### src/design/rcbp_pkg.sv
// shared sizes, opcodes and status codes for the reader counted buffer publisher
`timescale 1ns / 1ps
package rcbp_pkg;

  localparam int SLOT_COUNT        = 4;
  localparam int READER_COUNT_BITS = 8;
  localparam int DESCRIPTOR_BITS   = 64;

  localparam int SLOT_BITS   = (SLOT_COUNT > 1) ? $clog2(SLOT_COUNT) : 1;
  localparam int OP_BITS     = 2;
  localparam int STATUS_BITS = 2;
  localparam int PORT_SLOT_BITS = 2;
  localparam int PORT_DESC_BITS = 64;

  typedef logic [SLOT_BITS-1:0]         slot_idx_t;
  typedef logic [READER_COUNT_BITS-1:0] reader_cnt_t;
  typedef logic [DESCRIPTOR_BITS-1:0]   desc_t;

  typedef enum logic [OP_BITS-1:0] {
    OP_ACQUIRE = 2'd0,
    OP_RELEASE = 2'd1,
    OP_PUBLISH = 2'd2,
    OP_UNUSED  = 2'd3
  } opcode_t;

  typedef enum logic [STATUS_BITS-1:0] {
    ST_DONE    = 2'd0,
    ST_NO_SLOT = 2'd1,
    ST_COUNT   = 2'd2
  } status_t;

endpackage

### src/design/reader_counted_buffer_publisher_unit.sv
// top level: reader counted slot publisher with descriptor memory
//
//  channel | ports                                               | direction
//  --------+-----------------------------------------------------+----------
//  command | start, busy (out), in_opcode, in_release_slot,      | in
//          | in_descriptor_in                                    |
//  result  | out_valid, out_status, out_slot_out,                | out
//          | out_descriptor_out                                  |
//
//  one word accepted per cycle while busy is low; its result appears in the next cycle for one cycle
//  latency is set by the registered read port of the descriptor memory
//  busy is high only in the cycle after a reset cycle
//  reset clears the published slot, all reader counts and the slot zero valid flag
//  results cannot be held off by the receiver
`timescale 1ns / 1ps
module reader_counted_buffer_publisher_unit
  import rcbp_pkg::*;
(
  input  logic                      clk,
  input  logic                      rst_n,
  input  logic                      start,
  output logic                      busy,
  input  logic [OP_BITS-1:0]        in_opcode,
  input  logic [PORT_SLOT_BITS-1:0] in_release_slot,
  input  logic [PORT_DESC_BITS-1:0] in_descriptor_in,
  output logic                      out_valid,
  output logic [STATUS_BITS-1:0]    out_status,
  output logic [PORT_SLOT_BITS-1:0] out_slot_out,
  output logic [PORT_DESC_BITS-1:0] out_descriptor_out
);

  desc_t       desc_mem [SLOT_COUNT];
  desc_t       rd_data_r;

  reader_cnt_t cnt_r   [SLOT_COUNT];
  reader_cnt_t cnt_nxt [SLOT_COUNT];
  slot_idx_t   pub_r, pub_nxt;
  logic        slot0_vld_r, slot0_vld_nxt;
  logic        busy_r;

  logic                      valid_r;
  status_t                   status_r, status_nxt;
  logic [PORT_SLOT_BITS-1:0] slot_r, slot_nxt;
  logic                      desc_en_r, desc_en_nxt;
  logic                      zero_rd_r, zero_rd_nxt;

  logic      accept;
  logic      mem_we;
  slot_idx_t mem_waddr;
  desc_t     mem_wdata;

  slot_idx_t rel_idx;
  logic      rel_oor;
  logic      found;
  slot_idx_t cand_sel;
  logic [SLOT_BITS:0] cand_sum;

  assign accept    = start && !busy;
  assign rel_idx   = SLOT_BITS'(in_release_slot);
  assign rel_oor   = (32'(in_release_slot) >= 32'(SLOT_COUNT));
  assign mem_wdata = DESCRIPTOR_BITS'(in_descriptor_in);

  // rotating search for a free slot after the published one
  always_comb begin
    found    = 1'b0;
    cand_sel = pub_r;
    cand_sum = '0;
    for (int off = SLOT_COUNT - 1; off >= 1; off--) begin
      cand_sum = {1'b0, pub_r} + (SLOT_BITS + 1)'(off);
      if (cand_sum >= (SLOT_BITS + 1)'(SLOT_COUNT)) begin
        cand_sum = cand_sum - (SLOT_BITS + 1)'(SLOT_COUNT);
      end
      if (cnt_r[cand_sum[SLOT_BITS-1:0]] == '0) begin
        found    = 1'b1;
        cand_sel = cand_sum[SLOT_BITS-1:0];
      end
    end
  end

  always_comb begin
    for (int i = 0; i < SLOT_COUNT; i++) begin
      cnt_nxt[i] = cnt_r[i];
    end
    pub_nxt       = pub_r;
    slot0_vld_nxt = slot0_vld_r;
    status_nxt    = ST_DONE;
    slot_nxt      = PORT_SLOT_BITS'(pub_r);
    desc_en_nxt   = 1'b0;
    zero_rd_nxt   = 1'b0;
    mem_we        = 1'b0;
    mem_waddr     = cand_sel;
    case (opcode_t'(in_opcode))
      OP_ACQUIRE: begin
        if (&cnt_r[pub_r]) begin
          status_nxt = ST_COUNT;
        end else begin
          cnt_nxt[pub_r] = cnt_r[pub_r] + 1'b1;
          desc_en_nxt    = 1'b1;
          zero_rd_nxt    = (pub_r == '0) && !slot0_vld_r;
        end
      end
      OP_RELEASE: begin
        slot_nxt = in_release_slot;
        if (rel_oor || cnt_r[rel_idx] == '0) begin
          status_nxt = ST_COUNT;
        end else begin
          cnt_nxt[rel_idx] = cnt_r[rel_idx] - 1'b1;
        end
      end
      OP_PUBLISH: begin
        if (found) begin
          mem_we   = accept;
          pub_nxt  = cand_sel;
          slot_nxt = PORT_SLOT_BITS'(cand_sel);
          if (cand_sel == '0) begin
            slot0_vld_nxt = 1'b1;
          end
        end else begin
          status_nxt = ST_NO_SLOT;
        end
      end
      default: begin
        status_nxt = ST_DONE;
      end
    endcase
  end

  // descriptor memory, one write and one registered read port
  always_ff @(posedge clk) begin
    if (mem_we) begin
      desc_mem[mem_waddr] <= mem_wdata;
    end
    rd_data_r <= desc_mem[pub_r];
  end

  always_ff @(posedge clk) begin
    if (!rst_n) begin
      for (int i = 0; i < SLOT_COUNT; i++) begin
        cnt_r[i] <= '0;
      end
      pub_r       <= '0;
      slot0_vld_r <= 1'b0;
      valid_r     <= 1'b0;
      busy_r      <= 1'b1;
    end else begin
      busy_r  <= 1'b0;
      valid_r <= accept;
      if (accept) begin
        for (int i = 0; i < SLOT_COUNT; i++) begin
          cnt_r[i] <= cnt_nxt[i];
        end
        pub_r       <= pub_nxt;
        slot0_vld_r <= slot0_vld_nxt;
      end
    end
  end

  always_ff @(posedge clk) begin
    if (accept) begin
      status_r  <= status_nxt;
      slot_r    <= slot_nxt;
      desc_en_r <= desc_en_nxt;
      zero_rd_r <= zero_rd_nxt;
    end
  end

  assign busy               = busy_r;
  assign out_valid          = valid_r;
  assign out_status         = status_r;
  assign out_slot_out       = slot_r;
  assign out_descriptor_out = (desc_en_r && !zero_rd_r) ?
                              PORT_DESC_BITS'(rd_data_r) : '0;

endmodule
### config.mk
export PLATFORM = sky130hd
export DESIGN_NAME = reader_counted_buffer_publisher_unit
export DESIGN_NICKNAME = d
export VERILOG_FILES = /design/src/design/rcbp_pkg.sv /design/src/design/reader_counted_buffer_publisher_unit.sv
export SDC_FILE = /design/constraint.sdc
export NUM_CORES = 1
export LEC_CHECK = 0
export BUFFER_PORTS_ARGS = -buffer_cell sky130_fd_sc_hd__buf_2
export CAP_MARGIN = 20
export CORE_ASPECT_RATIO = 2
export CORE_MARGIN = 1
export CORE_UTILIZATION = 40
export CTS_BUF_LIST = sky130_fd_sc_hd__clkbuf_2 sky130_fd_sc_hd__clkbuf_4 sky130_fd_sc_hd__clkbuf_8
export DETAILED_ROUTE_END_ITERATION = 6
export PLACE_DENSITY = 0.65
export SLEW_MARGIN = 5
export SYNTH_ARGS = -nofsm -noshare
export SYNTH_HDL_FRONTEND = slang
export SYNTH_SLANG_ARGS = --single-unit
### constraint.sdc
create_clock -name clk -period 11.1 [get_ports clk]
set_clock_uncertainty 0.05 [all_clocks]
set_input_delay 0.555 -clock clk [delete_from_list [all_inputs] [get_ports clk]]
set_output_delay 0.555 -clock clk [all_outputs]
set_load 0.005 [all_outputs]
; Yosys cells after proc, flatten, opt, wreduce, memory -nomap -nowiden
; Memories as Yosys holds them, arrays and structs flattened. A register that Yosys moved wholly into a read port is not among the register bits.
; Cells that the tools add are included.
[classes]
add_sub_neg = 8
multipliers = 0
n_div = 0
order_cmp = 7
n_eq_ne = 2
shifts = 0
mux = 40
bitwise_logic = 7
reduce_logical = 19
[ops]
columns = operator, count
row1 = $bwmux W32, 2
row2 = $mux W32, 2
row3 = $mux W64, 1
row4 = $pmux W32 S2, 1
row5 = $mux W8, 6
row6 = $demux W8 S2, 2
row7 = $logic_not A8 Y1, 4
row8 = $mux W2, 11
row9 = $ge A3 B3 Y1 const B, 5
row10 = $mux W1, 13
row11 = $add A8 B1 Y8 const B, 1
row12 = $reduce_and A8 Y1, 1
row13 = $sub A8 B1 Y8 const B, 1
row14 = $add A2 B2 Y3 const B, 2
row15 = $logic_not A2 Y1, 3
row16 = $lt A3 B1 Y1 const B, 2
row17 = $not A2 Y3, 2
row18 = $pmux W2 S3, 1
row19 = $sub A2 B1 Y2 const B, 3
row20 = $logic_and A1 B1 Y1, 5
row21 = $or A1 B1 Y1, 4
row22 = $pmux W2 S2, 1
row23 = $reduce_and A4 Y1, 1
row24 = $add A2 B1 Y3 const B, 1
row25 = 6 further kinds, 8
[word_totals]
register_bits = 11
latch_bits = 0
mem_bits_rw = 288
romBits = 0
elab_cells = 93
mem_count = 2
[mem_list]
columns = name, words, word_bits, read_ports, rd_ports_with_merged_regs, wr, line
row1 = desc_mem, 4, 64, 1, 1, 1, reader_counted_buffer_publisher_unit.sv:32  ; desc_t desc_mem [SLOT_COUNT];
row2 = cnt_r, 4, 8, 9, 1, 4, reader_counted_buffer_publisher_unit.sv:35  ; reader_cnt_t cnt_r [SLOT_COUNT];

; Longest topological paths before layout
; Gate-level depths: netlist of run 1.
; An unclocked memory read counts as a cell.
[depth]
ltp_word = 12
ltp_mapped = 10
ltp_nobuf = 8

; Worst setup path before layout of run 1
; No wires, ideal clock.
[synth_path]
path_kind = register to register
startpoint = memory cnt_r[0][5] (netlist name)
endpoint = memory desc_mem[2][0] (netlist name) (enable)
setup_ns = 0.565
arrival_time_ns = 6.118
t_required_ns = 10.485
path_slack_ns = 4.367
stages_incl_launch_ff = 7
path_buffers = 0
period_less_slack_ns = 6.733
cell_sequence = edfxtp_1 > or4_1 > o21ai_0 > nor4_1 > a221oi_1 > nand2_1 > nor3_1
[synth_rtl]
columns = item, line
row1 = "start, declared", reader_counted_buffer_publisher_unit.sv:35
row2 = "end, declared", reader_counted_buffer_publisher_unit.sv:32

==> impl_metrics.json, run 1 <==
{
  "outcome": "finished, final reports clean",
  "overflow": 0,
  "synth_enable_flop_cells": 294,
  "drtIter0Drc": 461,
  "largest_net_degree_at_the_start_of_global_routing": 66,
  "vdd_ir_drop_max_mv": 0.115,
  "total_leakage_power_uw": 0.00584,
  "critical_path_required_ns": 11.24,
  "fin_tns_setup_ns": 0,
  "postSynthAreaPerCell_sq_um": 17.3,
  "post-synth-top-area-fraction_pct": 61.5,
  "synth_largest_area_cell": "sky130_fd_sc_hd__edfxtp_1",
  "tritoncts.num_buffers": 48,
  "report.final.slew_viol_count": 0,
  "num_vias": 7880,
  "fp.dieW_um": 136,
  "layout.nets": 1073,
  "post_synth_num_cell_types": 48,
  "proportion_of_synthesized_chip_area_in_sequential_cells_pct": 71.4,
  "design.core.area_sq_mm": 0.0352,
  "yosysWarningCount": 0,
  "cts.htree.levels": 2,
  "worstSkewPairLatency_ns": 0.58,
  "firstDrtPassIters": 5,
  "final_hold_viol_count": 0,
  "dominantRegCellSynth": "sky130_fd_sc_hd__edfxtp_1",
  "cts_hold_buffers": 0,
  "routabilityCongestion": 0.913,
  "antenna_violations_before_repair": 6,
  "die_h_um": 270,
  "worst-endpoint-arrival_ns": 4.09,
  "drt_wirelength_um": 31900,
  "p_per_area_mw_per_mm2": 168,
  "hold_path_cells": 1,
  "detail-route-antenna-nets": 0,
  "number_of_global_route_vias_before_repair": 8348,
  "worstMarginPinSlew_ns": 1.15,
  "post-route-period-util_pct": 35.5,
  "cts_root_buf": "sky130_fd_sc_hd__clkbuf_8",
  "slew_headroom_pct": 23.3,
  "timing.critical_path.from_type": "flop",
  "wire_per_inst_um": 21.6,
  "postSynth.asyncResetShare_pct": 0,
  "syn_inst": 832,
  "cts_setup_buffers": 0,
  "clk_pin_slew_worst_paths_ns": 0.07,
  "worst-setup-path-type": "flop to flop",
  "report.power.total_uw": 2810,
  "clock_tree_from_tritoncts": "built",
  "port-buffer-count": 140,
  "drt_drc_violations_left": 0,
  "rsz0062_at_grt": "no",
  "net_count_after_synthesis": 914,
  "timing.max_cap.violations": 0,
  "core.rowCount": 97,
  "syn2layout_area_growth_pct": 16.6,
  "average_via_count_per_standard_cell": 5.34,
  "cts.sink_count": 365,
  "initial_utilization_pct": 40.8,
  "worst-r2r-cell-count": 7,
  "place.detailed.hpwl_um": 21000,
  "postSynthRegisterBits": 365,
  "timing.final.crit_period_ns": 3.94,
  "worstSetupEndpointType": "flop",
  "netlist_area_sq_mm": 0.0144,
  "report.final.setup_viol": 0,
  "drive_above_1_share_pct": 31.4,
  "globalRouteTotalUtil_pct": 18.0,
  "top_level_ports": 141,
  "clock_tree.buffer_depth": 3,
  "grt_pass1_wl_um": 48600,
  "critical_path.max_fanout": 64,
  "clock.fmax_mhz": 254,
  "post_cts_resized": 0,
  "holdCritPathClass": "input port to flop",
  "dieArea_sq_mm": 0.0367,
  "leading_post_synthesis_cells_by_cell_area": "sky130_fd_sc_hd__edfxtp_1, sky130_fd_sc_hd__mux4_2, sky130_fd_sc_hd__dfxtp_1, sky130_fd_sc_hd__and2_1, sky130_fd_sc_hd__xnor2_1"
}
[path summary, 6_finish.rpt]
path,start,end,slack (ns)
hold / removal,in_descriptor_in[1],desc_mem[0][1]$_DFFE_PP_,0.14
setup reg to reg,cnt_r[3][0]$_SDFFCE_PN0P_,desc_mem[2][14]$_DFFE_PP_,7.16
hold reg to reg,slot0_vld_r$_SDFFE_PN0P_,slot0_vld_r$_SDFFE_PN0P_,0.47
setup / recovery,cnt_r[3][0]$_SDFFCE_PN0P_,desc_mem[2][14]$_DFFE_PP_,7.16
[power breakdown]
part	leakage, uW	internal (uW)	switching [uW]
logic	0.00194	51.3	80.4
registers	0.00329	1490	13.7
clock network	0.000607	686	489
total	0.00584	2230	584
[registers in the layout, indices dropped and copies added, names as in the netlist, 2 cells and up, named ones only]
register      cells
desc_mem        256
rd_data_r        64
cnt_r            32
out_slot_out      2
out_status        2
pub_r             2
[cells by family after synthesis]
kind of cell	share of synthesized area (%)
AND/OR/NAND/NOR	7.24
flip-flops	71.4
XOR/XNOR	1.46
multiplexers	13.1
AO/OA/AOI/OAI	4.29
adder cells (fa/ha/maj)	0.959
buffers and inverters	1.49
[cell type report]
| cell class | count | area, sq um |
|---|---|---|
| inverter | 12 | 45.0 |
| tap | 445 | 557 |
| fill | 3047 | 18500 |
| timing repair buffer | 151 | 783 |
| multi-input combinational | 413 | 3920 |
| clock buffer | 66 | 846 |
| sequential | 365 | 10300 |
| antenna | 2 | 5.00 |
| clock inverter | 23 | 323 |
[critical path, stage by stage, from the launching register on]
cell	delay [ns]
sky130_fd_sc_hd__edfxtp_1	0.45
sky130_fd_sc_hd__nor4_1	0.90
sky130_fd_sc_hd__nand2_1	0.19
sky130_fd_sc_hd__o211a_1	0.28
sky130_fd_sc_hd__o221ai_1	0.50
sky130_fd_sc_hd__nand2_1	0.23
sky130_fd_sc_hd__nor3_2	0.15
sky130_fd_sc_hd__buf_4	0.77
[stage by stage]
stage	utilization (%)	area (sq um)	hold slack, ns	instances	worst slack (ns)
after global routing	47.6	16700	0.104	1477	6.98
after floorplan	-	14400	0.383	832	4.37
final	47.6	16700	0.138	1477	7.16
after global placement	44.2	15600	0.445	1386	7.24
after detailed placement	44.2	15600	0.446	1386	7.21
after CTS	47.5	16700	0.0961	1475	7.20
[synth_stat cells, drive strengths merged, types with 9 or more instances]
library cell  count
a21o              9
a21oi            21
and2             69
buf              11
clkbuf           31
dfxtp            71
edfxtp          294
ha               11
inv              12
mux4             80
nand2            41
nand3            14
nor2             35
nor3              9
o211ai            9
o21ai            29
xnor2            20
[per-layer routing]
metal	vias up	routed length [um]	track usage [%]	part of all wire, %
li1	3560	-	-	-
met1	3975	11200	18.9	35
met2	247	17800	32.7	56
met3	94	1280	2.78	4.0
met4	4	1680	11.2	5.3
met5	-	21	0	0.066
[cells in the final DEF, fill, tap and decap left out, types with 12 or more instances in the layout]
master and count:
sky130_fd_sc_hd__a21oi_1 21, sky130_fd_sc_hd__and2_1 69, sky130_fd_sc_hd__buf_2 140, sky130_fd_sc_hd__clkbuf_8 56, sky130_fd_sc_hd__dfxtp_1 69, sky130_fd_sc_hd__edfxtp_1 294
sky130_fd_sc_hd__inv_1 12, sky130_fd_sc_hd__mux4_2 76, sky130_fd_sc_hd__nand2_1 41, sky130_fd_sc_hd__nand3_1 13, sky130_fd_sc_hd__nor2_1 31, sky130_fd_sc_hd__o21ai_0 29
sky130_fd_sc_hd__xnor2_1 20
(Power assumes the default switching activity.)
==> inputs of run 2 (changes only) <==
--- a/config.mk
+++ b/config.mk
@@ -12,7 +12,7 @@
 export CORE_UTILIZATION = 40
 export CTS_BUF_LIST = sky130_fd_sc_hd__clkbuf_2 sky130_fd_sc_hd__clkbuf_4 sky130_fd_sc_hd__clkbuf_8
 export DETAILED_ROUTE_END_ITERATION = 6
-export PLACE_DENSITY = 0.65
+export PLACE_DENSITY = 0.67
 export SLEW_MARGIN = 5
 export SYNTH_ARGS = -nofsm -noshare
 export SYNTH_HDL_FRONTEND = slang
==> constraint.sdc (replaced) <==
create_clock -name clk -period 3.6 [get_ports clk]
set_clock_uncertainty 0.05 [all_clocks]
set_input_delay 0.18 -clock clk [delete_from_list [all_inputs] [get_ports clk]]
set_output_delay 0.18 -clock clk [all_outputs]
set_load 0.005 [all_outputs]
==> impl_metrics.json, run 2 (synthesis gave the netlist of run 1 again) <==
{
  "die_h_um": 270,
  "design.core.area_sq_mm": 0.0352,
  "worstSkewPairLatency_ns": 0.59,
  "timing.max_cap.violations": 0,
  "ff2ff_setup_slack_ns": 0.32,
  "cts.htree.levels": 2,
  "final_hold_viol_count": 0,
  "timing.final.crit_period_ns": 3.28,
  "clock.fmax_mhz": 305,
  "place.detailed.hpwl_um": 21000,
  "critical_path.cell_chain": "nor4_1 > and2_1 > o21ai_0 > o221ai_2 > nand2_1 > nor3_4 > buf_12",
  "syn2layout_area_growth_pct": 21.7,
  "clk_pin_slew_worst_paths_ns": 0.07,
  "critical_path_required_ns": 3.78,
  "drtIter0Drc": 576,
  "dieArea_sq_mm": 0.0367,
  "critPathLaunch": "cnt_r[2][5]$_SDFFCE_PN0P_",
  "fin_tns_setup_ns": 0,
  "clock_tree_from_tritoncts": "built",
  "top_level_ports": 141,
  "detail-route-antenna-nets": 0,
  "globalRouteTotalUtil_pct": 18.3,
  "largest_net_degree_at_the_start_of_global_routing": 66,
  "port-buffer-count": 140,
  "number_of_global_route_vias_before_repair": 8786,
  "worst-endpoint-arrival_ns": 3.45,
  "report.final.setup_viol": 0,
  "routabilityCongestion": 0.953,
  "cts.sink_count": 365,
  "cts_root_buf": "sky130_fd_sc_hd__clkbuf_8",
  "antenna_violations_before_repair": 2,
  "most-common-layout-cells": "sky130_fd_sc_hd__edfxtp_1, sky130_fd_sc_hd__buf_2, sky130_fd_sc_hd__mux4_2",
  "slew_headroom_pct": 43.4,
  "grt_pass1_wl_um": 49800,
  "total_leakage_power_uw": 0.00614,
  "critical_path.max_fanout": 64,
  "timing.critical_path.from_type": "flop",
  "worstSetupEndpointType": "flop",
  "layout.nets": 1151,
  "timing.hold.ws_ns": 0.0509,
  "average_via_count_per_standard_cell": 5.25,
  "p_per_area_mw_per_mm2": 479,
  "report.final.slew_viol_count": 0,
  "layout_top_registers": "desc_mem x256, rd_data_r x64, cnt_r x32",
  "critical_path.endpoint": "desc_mem[2][48]$_DFFE_PP_",
  "max_flop_register": "desc_mem",
  "holdCritPathClass": "input port to flop",
  "timing.rr.end": "desc_mem[2][48]$_DFFE_PP_",
  "wire_per_inst_um": 20.9,
  "vdd_ir_drop_max_mv": 0.365,
  "overflow": 0,
  "drive_above_1_share_pct": 30.7,
  "rsz0062_at_grt": "no",
  "critical-path-slowest-cell": "sky130_fd_sc_hd__nor4_1",
  "fp.dieW_um": 136,
  "layoutNonFillerInstCount": 1558,
  "drt_wirelength_um": 32600,
  "largest_register_ff_count": 256,
  "core.rowCount": 97,
  "num_vias": 8174,
  "drt_drc_violations_left": 0,
  "worst-setup-path-type": "flop to flop",
  "cpPeakStageDelay_ns": 0.62,
  "postLayoutCoreUtil_pct": 49.6,
  "number_of_filler_cells_placed_in_the_layout": 2965,
  "outcome": "finished, final reports clean",
  "tritoncts.num_buffers": 50,
  "firstDrtPassIters": 5,
  "hold_path_cells": 3,
  "rr_startpoint": "cnt_r[2][5]$_SDFFCE_PN0P_",
  "initial_utilization_pct": 40.8,
  "worstMarginPinSlew_ns": 0.850,
  "post-route-period-util_pct": 91.0,
  "clock_tree.buffer_depth": 3,
  "mostFrequentLayoutCell": "sky130_fd_sc_hd__edfxtp_1",
  "cell_count_after_placement": 1397,
  "worst-r2r-cell-count": 7,
  "post_cts_resized": 0
}
run 2: cell types whose count changed in the layout (fill, tap and decap cells not counted), sizes merged:
cell,previous run,this run
bufinv,8,2
buf,151,162
dlygate4sd3,0,65
clkinv,12,16
clkinvlp,1,3
clkbuf,66,71
run 2: cell type report:
| class | count | area, sq um | area share, % |
|---|---|---|---|
| clock buffer | 71 | 877 | 5.02 |
| antenna | 2 | 5.00 | 0.0287 |
| inverter | 12 | 45.0 | 0.258 |
| multi-input combinational | 413 | 3960 | 22.7 |
| tap | 445 | 557 | 3.19 |
| sequential | 365 | 10300 | 58.7 |
| clock inverter | 23 | 168 | 0.960 |
| timing repair buffer | 227 | 1590 | 9.11 |
run 2: worst max-delay path, delay by kind of cell, from the launching register on:
| kind | cells | cell delay, ns |
|---|---|---|
| AND/OR/NAND/NOR | 4 | 1.43 |
| AO/OA/AOI/OAI | 2 | 0.53 |
| flip-flops | 1 | 0.46 |
| buffers and inverters | 1 | 0.38 |
run 2: worst min-delay path by stage:
stage                               startpoint                   endpoint  slack, ns
final                             in_opcode[0]    out_status[1]$_DFFE_PP_       0.05
after global routing              in_opcode[1]    out_status[1]$_DFFE_PP_       0.06
after CTS                         in_opcode[1]    out_status[1]$_DFFE_PP_      0.009
after detailed placement  in_descriptor_in[45]  desc_mem[1][45]$_DFFE_PP_       0.35
after global placement     in_descriptor_in[1]   desc_mem[2][1]$_DFFE_PP_       0.34
after floorplan                          rst_n               busy$_DFF_P_       0.22
run 2: routing by layer:
metal	global-route usage, %	vias to the layer above	routed length, um
li1	-	3713	-
met1	19.2	4071	11600
met2	33.6	290	17800
met3	2.97	100	1430
met4	10.7	0	1800
met5	0	-	0
run 2: power breakdown:
group | switching, uW | internal (uW) | total, uW
Combinational | 268 | 216 | 483
Sequential | 39.3 | 4590 | 4630
Clock | 1510 | 1730 | 3240
Total | 1820 | 6540 | 8360
run 2: what timing repair did:
action,CTS,global route
hold buffers,65,0
setup buffers,0,0
hold endpoints to repair,262,0
run 2: per-stage QoR:
stage	total power [uW]	cell area, sq um	setup WS (ns)
3_3_place_gp	5140	15800	0.438
6_report	8360	17500	0.325
3_5_place_dp	5150	15800	0.387
4_1_cts	8460	17500	0.336
5_1_grt	8650	17500	0.124
2_1_floorplan	4950	14400	-0.205
==> inputs of run 3 (changes only) <==
--- a/config.mk
+++ b/config.mk
@@ -5,6 +5,7 @@
 export SDC_FILE = /design/constraint.sdc
 export NUM_CORES = 1
 export LEC_CHECK = 0
+export ABC_AREA = 1
 export BUFFER_PORTS_ARGS = -buffer_cell sky130_fd_sc_hd__buf_2
 export CAP_MARGIN = 20
 export CORE_ASPECT_RATIO = 2
==> impl_metrics.json, run 3 <==
{
  "num_vias": 11338,
  "p_per_area_mw_per_mm2": 501,
  "vdd_ir_drop_max_mv": 0.458,
  "drt_wirelength_um": 43500,
  "clk_pin_slew_worst_paths_ns": 0.07,
  "sequentialPowerShare_pct": 51.3,
  "antenna_violations_before_repair": 6,
  "timing.critical_path.from_type": "flop",
  "timing.rr.end": "cnt_r[3][2]$_SDFFCE_PN0P_",
  "cts_root_buf": "sky130_fd_sc_hd__clkbuf_8",
  "worstSetupEndpointType": "flop",
  "finalWorstSetupSlack_ns": 0.732,
  "net_count_after_synthesis": 1483,
  "mostFrequentLayoutCell": "sky130_fd_sc_hd__edfxtp_1",
  "worst_path_dominant_cell_family": "simple AND/OR/NAND/NOR gates",
  "critical_path.cell_chain": "inv_2 > nand2_1 > o211ai_1 > nand2_1 > inv_1 > ha_1 > nand2_1 > nor2_1 > nand3_1 > nor2_1 > nand2_1 > nand2_1 > o21ai_2 > buf_4",
  "timing.final.crit_period_ns": 2.87,
  "postLayoutCoreUtil_pct": 49.2,
  "switchingPower_uw": 2140,
  "layout_top_registers": "desc_mem x256, rd_data_r x64, cnt_r x32",
  "port-buffer-count": 140,
  "cpMostUsedCell": "sky130_fd_sc_hd__nand2_1",
  "leading_post_synthesis_cells_by_cell_area": "sky130_fd_sc_hd__edfxtp_1, sky130_fd_sc_hd__dfxtp_1, sky130_fd_sc_hd__nor2_1, sky130_fd_sc_hd__o21ai_0, sky130_fd_sc_hd__nand2_1",
  "final_hold_viol_count": 0,
  "drive_above_1_share_pct": 17.9,
  "tritoncts.num_buffers": 51,
  "average_via_count_per_standard_cell": 5.33,
  "final_design_area_no_fill_sq_mm": 0.0182,
  "initial_utilization_pct": 40.5,
  "design.core.area_sq_mm": 0.0370,
  "number_of_global_route_vias_before_repair": 11552,
  "drtIter0Drc": 722,
  "largest_net_degree_at_the_start_of_global_routing": 83,
  "fp.dieW_um": 139,
  "post-route-period-util_pct": 79.7,
  "worst-endpoint-arrival_ns": 3.09,
  "worst-path-stages": 14,
  "critical_path_required_ns": 3.82,
  "max_flop_register": "desc_mem",
  "place.detailed.hpwl_um": 28800,
  "rsz0062_at_grt": "no",
  "cpPeakStageDelay_ns": 0.52,
  "slew_headroom_pct": 43.2,
  "outcome": "finished, final reports clean",
  "dominantRegCellSynth": "sky130_fd_sc_hd__edfxtp_1",
  "total_leakage_power_uw": 0.00719,
  "post_dp_cell_area_sq_mm": 0.0164,
  "report.final.setup_viol": 0,
  "postSynth.asyncResetShare_pct": 0,
  "internal_power_uw": 6980,
  "netlist_area_sq_mm": 0.0150,
  "report.final.slew_viol_count": 0,
  "clock_tree.buffer_depth": 3,
  "drt_drc_violations_left": 0,
  "post_cts_resized": 0,
  "worstMarginPinSlew_ns": 0.852,
  "layout.nets": 1701,
  "detail-route-antenna-nets": 0,
  "top_level_ports": 141,
  "proportion_of_synthesized_chip_area_in_sequential_cells_pct": 68.4,
  "syn2layout_area_growth_pct": 21.6,
  "cts.sink_count": 365,
  "worst-r2r-cell-count": 14,
  "worst-setup-path-type": "flop to flop",
  "power.share.combinational_pct": 8.2,
  "synth.most_common_cell": "sky130_fd_sc_hd__edfxtp_1",
  "worstSkewPairLatency_ns": 0.60,
  "post_synth_num_cell_types": 34,
  "critical_path.endpoint": "cnt_r[3][2]$_SDFFCE_PN0P_",
  "grt_pass1_wl_um": 64900,
  "yosys-top-cells-count": "sky130_fd_sc_hd__edfxtp_1, sky130_fd_sc_hd__nor2_1, sky130_fd_sc_hd__o21ai_0, sky130_fd_sc_hd__nand2_1, sky130_fd_sc_hd__inv_1",
  "number_of_filler_cells_placed_in_the_layout": 3349,
  "wire_per_inst_um": 20.4,
  "ff2ff_setup_slack_ns": 0.73,
  "clockPowerShare_pct": 40.5,
  "post-synth-top-area-fraction_pct": 58.9,
  "most-common-layout-cells": "sky130_fd_sc_hd__edfxtp_1, sky130_fd_sc_hd__nor2_1, sky130_fd_sc_hd__o21ai_0",
  "synth_enable_flop_cells": 294,
  "switching_power_share_of_the_total_pct": 23.5,
  "cts.htree.levels": 2,
  "report.power.total_uw": 9130,
  "globalRouteTotalUtil_pct": 22.7,
  "worst_case_setup_slack_after_placement_ns": 0.789,
  "die_h_um": 276,
  "clock_tree_from_tritoncts": "built",
  "critical_path.max_fanout": 19,
  "synth_largest_area_cell": "sky130_fd_sc_hd__edfxtp_1",
  "postSynthRegisterBits": 365,
  "hold_path_cells": 3,
  "critical_path_buf_inv_count": 3,
  "firstDrtPassIters": 7,
  "overflow": 0,
  "routabilityCongestion": 1.02,
  "fin_tns_setup_ns": 0,
  "yosysWarningCount": 0,
  "dieArea_sq_mm": 0.0383,
  "largest_register_ff_count": 256,
  "core.rowCount": 100,
  "holdCritPathClass": "input port to flop",
  "critical-path-slowest-cell": "sky130_fd_sc_hd__dfxtp_1",
  "syn_inst": 1401,
  "clock.fmax_mhz": 349,
  "timing.max_cap.violations": 0,
  "postSynthAreaPerCell_sq_um": 10.7
}
## run 3: cells by family (layout without fill, tap and decap cells)
logic type / after synthesis / after routing / synth area share, %
AO/OA/AOI/OAI: 345 / 345 / 12.4
XOR/XNOR: 5 / 5 / 0.342
adder cells (fa/ha/maj): 11 / 11 / 0.918
buffers and inverters: 212 / 473 / 5.47
flip-flops: 365 / 365 / 68.4
other: 0 / 6 / 0
AND/OR/NAND/NOR: 463 / 463 / 12.5
## run 3: area by class of cell
class	instances	area [sq um]	area share, %
clock buffer	64	818	4.49
multi-input combinational	824	4010	22.0
clock inverter	32	380	2.09
antenna	6	15.0	0.0824
tap	459	574	3.15
sequential	365	10300	56.3
timing repair buffer	237	1640	9.01
inverter	140	533	2.92
## run 3: metal layers
layer / GRT usage, % / up-vias / share of wire (%)
li1: - / 5303 / -
met1: 21.9 / 5511 / 33
met2: 44.2 / 397 / 55
met3: 2.79 / 127 / 4.2
met4: 16.5 / 0 / 7.0
met5: 0 / - / 0
## run 3: how the worst min path moves through the flow
stage	startpoint	endpoint	slack (ns)
global placement	in_descriptor_in[35]	desc_mem[1][35]$_DFFE_PP_	0.34
detailed placement	in_descriptor_in[37]	desc_mem[1][37]$_DFFE_PP_	0.35
finish	in_opcode[0]	out_status[1]$_DFFE_PP_	0.08
floorplan	rst_n	busy$_DFF_P_	0.22
global route	in_opcode[1]	out_status[1]$_DFFE_PP_	0.07
CTS	in_opcode[0]	out_status[1]$_DFFE_PP_	0.04
## run 3: worst register-to-register path: cells and delay by family, from the launching register on
family	cells	cell delay, ns
flops	1	0.52
simple gates	8	0.87
buf+inv	3	0.59
fa+ha+maj	1	0.28
compound gates	2	0.24
## run 3: power by group through the flow
stage                     sequential [uW]  clock (uW)  combinational, uW
after floorplan                      4750           0                399
after global placement               4770           0                675
after detailed placement             4770           0                684
after CTS                            4680        3760                746
after global routing                 4680        3920                815
final                                4680        3700                749
## run 3: metrics by stage
step | cells | hold WS, ns
2_1_floorplan | 1401 | 0.219
3_3_place_gp | 1960 | 0.338
3_5_place_dp | 1960 | 0.347
4_1_cts | 2121 | 0.0406
5_1_grt | 2127 | 0.0746
6_report | 2127 | 0.0810
## run 3: timing repair
action	in CTS	in global routing
hold buffers	65	0
setup buffers	0	0
endpoints found under the hold margin	262	0
